==> src/lse_pkg.sv <==
package lse_pkg;

   localparam int NUM_REGS = 8;
   localparam int RSPQ_DEPTH = 2;
   localparam logic [15:0] HIGH_PAGE = 16'hFF00;

   localparam logic [2:0] REG_C = 3'd1;
   localparam logic [2:0] REG_H = 3'd4;
   localparam logic [2:0] REG_L = 3'd5;
   localparam logic [2:0] REG_A = 3'd7;

   localparam logic [1:0] PAIR_SP = 2'd3;

   typedef enum logic [4:0] {
      OP_LD_R_R     = 5'd0,
      OP_LD_R_N8    = 5'd1,
      OP_LD_RR_N16  = 5'd2,
      OP_ST_HL_R    = 5'd3,
      OP_ST_HL_N8   = 5'd4,
      OP_LD_R_HL    = 5'd5,
      OP_ST_RR_A    = 5'd6,
      OP_ST_N16_A   = 5'd7,
      OP_STH_N8_A   = 5'd8,
      OP_STH_C_A    = 5'd9,
      OP_LD_A_RR    = 5'd10,
      OP_LD_A_N16   = 5'd11,
      OP_LDH_A_N8   = 5'd12,
      OP_LDH_A_C    = 5'd13,
      OP_ST_HLI_A   = 5'd14,
      OP_ST_HLD_A   = 5'd15,
      OP_LD_A_HLD   = 5'd16,
      OP_LD_A_HLI   = 5'd17
   } op_type;

   typedef enum logic [1:0] {
      ACC_NONE  = 2'd0,
      ACC_READ  = 2'd1,
      ACC_WRITE = 2'd2
   } access_type;

   typedef struct packed {
      access_type  access_kind;
      logic [15:0] access_addr;
      logic [7:0]  access_byte;
      logic [7:0]  acc_value;
      logic [15:0] hl_value;
   } rsp_payload_type;

endpackage

==> src/lse_ifs.sv <==


interface lse_rsp_if;
   logic        valid;
   logic        ready;
   logic [1:0]  access_kind;
   logic [15:0] access_addr;
   logic [7:0]  access_byte;
   logic [7:0]  acc_value;
   logic [15:0] hl_value;

   modport source (output valid, access_kind, access_addr, access_byte, acc_value, hl_value,
                   input ready);
   modport sink (input valid, access_kind, access_addr, access_byte, acc_value, hl_value,
                 output ready);
endinterface

==> src/lse_rspq.sv <==
module lse_rspq (
   input  logic                     clock,
   input  logic                     reset,
   input  logic                     push,
   input  lse_pkg::rsp_payload_type push_data,
   lse_rsp_if.source                rsp_chan,
   output logic [1:0]               count
);

   lse_pkg::rsp_payload_type entries [lse_pkg::RSPQ_DEPTH];
   logic       wr_ptr_ff;
   logic       rd_ptr_ff;
   logic [1:0] count_ff;
   logic       pop;

   assign pop = rsp_chan.valid && rsp_chan.ready;

   always_ff @(posedge clock) begin
      if (reset) begin
         wr_ptr_ff <= 1'b0;
         rd_ptr_ff <= 1'b0;
         count_ff  <= 2'd0;
      end else begin
         if (push) begin
            wr_ptr_ff <= ~wr_ptr_ff;
         end
         if (pop) begin
            rd_ptr_ff <= ~rd_ptr_ff;
         end
         count_ff <= 2'(count_ff + {1'b0, push} - {1'b0, pop});
      end
   end

   always_ff @(posedge clock) begin
      if (push) begin
         entries[wr_ptr_ff] <= push_data;
      end
   end

   assign rsp_chan.valid       = (count_ff != 2'd0);
   assign rsp_chan.access_kind = entries[rd_ptr_ff].access_kind;
   assign rsp_chan.access_addr = entries[rd_ptr_ff].access_addr;
   assign rsp_chan.access_byte = entries[rd_ptr_ff].access_byte;
   assign rsp_chan.acc_value   = entries[rd_ptr_ff].acc_value;
   assign rsp_chan.hl_value    = entries[rd_ptr_ff].hl_value;
   assign count                = count_ff;

endmodule

==> src/flat_wrapper.sv <==
// flat-port wrapper written by rule: the top's interface ports become plain ports
module lse_rspq_flat 
  (clock, reset, push, push_data, count, rsp_chan_valid, rsp_chan_access_kind, rsp_chan_access_addr, rsp_chan_access_byte, rsp_chan_acc_value, rsp_chan_hl_value, rsp_chan_ready);
  lse_rsp_if rsp_chan_i ();
  input  logic clock;
  input  logic reset;
  input  logic push;
  input  lse_pkg::rsp_payload_type push_data;
  output logic [1:0] count;
  output wire logic [$bits(rsp_chan_i.valid)-1:0] rsp_chan_valid;
  output wire logic [$bits(rsp_chan_i.access_kind)-1:0] rsp_chan_access_kind;
  output wire logic [$bits(rsp_chan_i.access_addr)-1:0] rsp_chan_access_addr;
  output wire logic [$bits(rsp_chan_i.access_byte)-1:0] rsp_chan_access_byte;
  output wire logic [$bits(rsp_chan_i.acc_value)-1:0] rsp_chan_acc_value;
  output wire logic [$bits(rsp_chan_i.hl_value)-1:0] rsp_chan_hl_value;
  input wire logic [$bits(rsp_chan_i.ready)-1:0] rsp_chan_ready;
  assign rsp_chan_valid = rsp_chan_i.valid;
  assign rsp_chan_access_kind = rsp_chan_i.access_kind;
  assign rsp_chan_access_addr = rsp_chan_i.access_addr;
  assign rsp_chan_access_byte = rsp_chan_i.access_byte;
  assign rsp_chan_acc_value = rsp_chan_i.acc_value;
  assign rsp_chan_hl_value = rsp_chan_i.hl_value;
  assign rsp_chan_i.ready = rsp_chan_ready;
  lse_rspq u_core (.clock(clock), .reset(reset), .push(push), .push_data(push_data), .rsp_chan(rsp_chan_i), .count(count));
endmodule
==> config.mk <==
export PLATFORM = sky130hd
export DESIGN_NAME = lse_rspq_flat
export DESIGN_NICKNAME = d
export VERILOG_FILES = /design/src/lse_pkg.sv /design/src/lse_ifs.sv /design/src/lse_rspq.sv /design/src/flat_wrapper.sv
export SDC_FILE = /design/constraint.sdc
export NUM_CORES = 1
export LEC_CHECK = 0
export ABC_AREA = 1
export BUFFER_PORTS_ARGS = -buffer_cell sky130_fd_sc_hd__buf_4
export CAP_MARGIN = 20
export CORE_MARGIN = 10
export CORE_UTILIZATION = 35
export DETAILED_ROUTE_END_ITERATION = 8
export GPL_TIMING_DRIVEN = 0
export PLACE_DENSITY_LB_ADDON = 0.2
export SYNTH_ARGS = -nofsm -noshare
export SYNTH_HDL_FRONTEND = slang
export SYNTH_SLANG_ARGS = --single-unit
==> constraint.sdc <==
create_clock -name clock -period 3.1 [get_ports clock]
set_clock_uncertainty 0.15 [all_clocks]
set_input_delay 0.155 -clock clock [delete_from_list [all_inputs] [get_ports clock]]
set_output_delay 0.155 -clock clock [all_outputs]
set_load 0.005 [all_outputs]
==> results.md <==
- The critical path capture point type is a flip-flop.
- The share of synthesized area in the top cell type comes to 0.732.
- The biggest area contributor in the post-synthesis netlist is edfxtp_1.
- Counting every sink on the clock net gives 105.
- The post-synth net total is 247.
- In this run the power density over the cells is 618 mW/mm^2.
- Counting tap cells, the placed design contains a total of 442 instances.
- In the final layout, the share of cells above drive strength 1 is 0.484.
- Counting the buffers created by CTS gives 9.
- The number of vias in the routed layout is 2217.
- The async set-or-reset flop fraction in the synthesized netlist is 0.
- The congestion estimate from routability-driven global placement came to 0.637.
- The data arrival time of the critical path is 1.78 ns.
- The number of different library cells used by synthesis comes to 12.
- The number of cell instances on the worst register-to-register path is 2.
- The finished layout holds 511 standard cells, fillers aside.
- The number of endpoints with negative hold slack in the final report is 0.
- The via count of the first global-routing pass was 2417.
- The post-route clock period utilization is 0.611.
- The floorplan has 39 rows.
- The number of I/O port buffers is 106.
- The library cell used as clock root buffer is clkbuf_16.
- The number of antenna diodes in the final layout is 0.
- Summed over all nets, the half-perimeter wirelength after detailed placement is 5350 um.
- The core box area is 0.0115 mm^2.
- The reg-to-reg startpoint is u_core.wr_ptr_ff.
- The maximum clock frequency is 0.528 GHz.
- In this run, synthesis inferred 100 flip-flops with an integrated enable.
- The total standard cell area after synthesis is 0.00410 mm^2.
- Of all nets on the critical path, the largest fanout is 27.
- By area the synthesized netlist is led by edfxtp_1 73%, mux2_4 18%, buf_12 2.4%, dfxtp_1 2.4%, inv_1 0.82%.
- The die extent in y is 128 um.
- The cell depth of the worst min-delay path is 2.
- The number of warnings issued by yosys is 0.
- In this run the number of H-tree levels came out at 3.
- Overall power consumption after layout is estimated at 0.00365 W.
- The worst setup path is launched from a primary input.
- Setup violations remaining at the end of the flow were counted as 0.
- The class of the worst hold path is reg -> reg.
- The max-slew violation total from the final report is 0.
- Clock-pin slew was measured on the worst setup and hold paths at 0.06 ns.
- The wire length per cell is 15.7 um.
- Synthesis produced 191 cells.
- For this run, the register share of the synthesized area comes to 0.757.
- The flop and latch count out of synthesis is 105.
- The number of nets at the end of the flow is 419.
- For this design the top-level I/O count stands at 107.
- The critical path launch point is push.
- The filler cells instantiated in the layout total 951.
- Once detail routing completed, the nets flagged for antenna violations numbered 0.
- The clock reaches the later pin of the worst-skew pair after 0.33 ns.
- The initial utilization of the core area, before any placement, comes to 0.358.
- The minimum period implied by the final worst setup slack is 1.90 ns.
- The number of antenna violations at the first check in global routing was 0.
- The first-pass iteration count of the detailed router is 4.
- Yosys instantiated no cell more often than edfxtp_1.
- Setup repair after global routing left no endpoint under its margin.
- At the worst endpoint, the required time is 2.98 ns.
- Counting instances in the post-synthesis netlist gives the leading cell types as 100 x edfxtp_1, 50 x mux2_4, 9 x inv_1, 9 x nor2_1, 6 x nand2_1.
- The dominant register cell in the synthesized netlist is edfxtp_1.
- Relative to the synthesized area, the layout overhead comes to 44.1%.
- TritonCTS built the clock tree.
- The number of violations of the max-capacitance limit is 0.
- The relative slew slack is 0.475.
- The total detailed-routing wirelength is 8020 um.
- The setup path with the least slack is of type in -> reg.
- After detailed routing, the number of remaining DRC violations is 0.
- The first global-routing pass estimated 12300 um of wire.
- The total routing resource utilization after global routing is 0.0970.
- For the pin with the worst max-slew slack, the measured transition is 0.786 ns.
- From left edge to right edge, the die measures 128 um.
- The cell leakage power is 2.37 nW.
- The die covers 0.0164 mm^2.
- The worst-case clock buffer depth is 2.
- In this run, the number of DRC markers left after iteration 0 of detailed routing was 104.
- The peak supply drop is 364 uV.
- The run finished with clean final reports.
- The ratio of routed vias to standard cells is 4.34.
- The maximum number of pins on one net before global-route repair is 28.
- The average cell area after synthesis is 21.5 um^2.
- The worst hold path startpoint is u_core.rd_ptr_ff.
- The remaining global-route overflow is 0.
-- flip-flops by register name (all words and copies together) (netlist names), named ones only --
signal            cells
u_core.count          2
u_core.rd_ptr_ff      1
u_core.entries      100
u_core.wr_ptr_ff      1
-- placed cells by master, fill, tap and decap left out, drive strengths merged --
cell type	Yosys	final
buf	6	114
dfxtp	5	5
nand2	6	6
inv	9	9
nor3	1	1
edfxtp	100	100
nand3	2	2
clkinv	0	5
a21oi	1	1
nor2	9	9
dlygate4sd3	0	53
clkbuf	0	11
ha	2	2
mux2	50	50
-- critical path, stage by stage --
cell,delay (ns)
dlygate4sd3_1,0.53
buf_4,0.13
inv_1,0.06
nor2_4,0.60
buf_12,0.29
-- final timing paths --
kind / endpoint / slack (ns)
max: u_core.entries[0][39] / 1.20
min: u_core.rd_ptr_ff / 0.36
max reg2reg: u_core.entries[0][39] / 1.36
min reg2reg: u_core.rd_ptr_ff / 0.36
-- stage by stage --
| stage | instance area (um^2) | setup TNS [ns] | utilization | setup WS [ns] | hold WS (ns) |
|---|---|---|---|---|---|
| finish | 5910 | 0 | 0.515 | 1.20 | 0.358 |
| global route | 5910 | 0 | 0.515 | 1.10 | 0.391 |
| CTS | 5910 | 0 | 0.515 | 1.18 | 0.360 |
| detailed placement | 5120 | 0 | 0.447 | 1.32 | 0.187 |
| global placement | 5070 | -74.26 | 0.443 | -1.49 | 0.183 |
| floorplan | 4100 | 0 | - | 0.0731 | 0.0762 |
-- cells by family (layout without fill, tap and decap cells) --
group           Yosys count  count (layout)  synth area share
simple gates             18              18            0.0174
fa+ha+maj                 2               2           0.00610
buf+inv                  15             192            0.0354
compound gates            1               1           0.00122
flops                   105             105             0.757
mux                      50              50             0.183
-- where the power goes --
group,internal [W],switching [W]
logic,0.000613,0.000366
registers,0.00165,0.0000325
clock network,0.000535,0.000453
-- per-layer routing --
layer,wire [um],part of all wire,track usage
met1,3370,0.42,0.113
met2,3930,0.49,0.150
met3,568,0.071,0.0368
met4,150,0.019,0.0556
met5,0,0,0
-- repair_timing --
item                                    4_1_cts  5_1_grt
gates resized for setup                       0        0
endpoints found under the setup margin        0        0
buffers inserted                              0        0
hold buffers                                 53        0
hold endpoints to repair                    105        0
-- area by class of cell --
type / count / area [um^2] / area share
multi-input cells: 71 / 860 / 0.145
repair buffers: 161 / 1370 / 0.231
clock inverters: 5 / 22.5 / 0.00381
well taps: 143 / 179 / 0.0303
flip-flops and latches: 105 / 3100 / 0.525
clock buffers: 11 / 233 / 0.0394
inverters: 9 / 33.8 / 0.00572
plain buffers: 6 / 111 / 0.0188
Note: power is estimated with default switching activity, not from simulation.
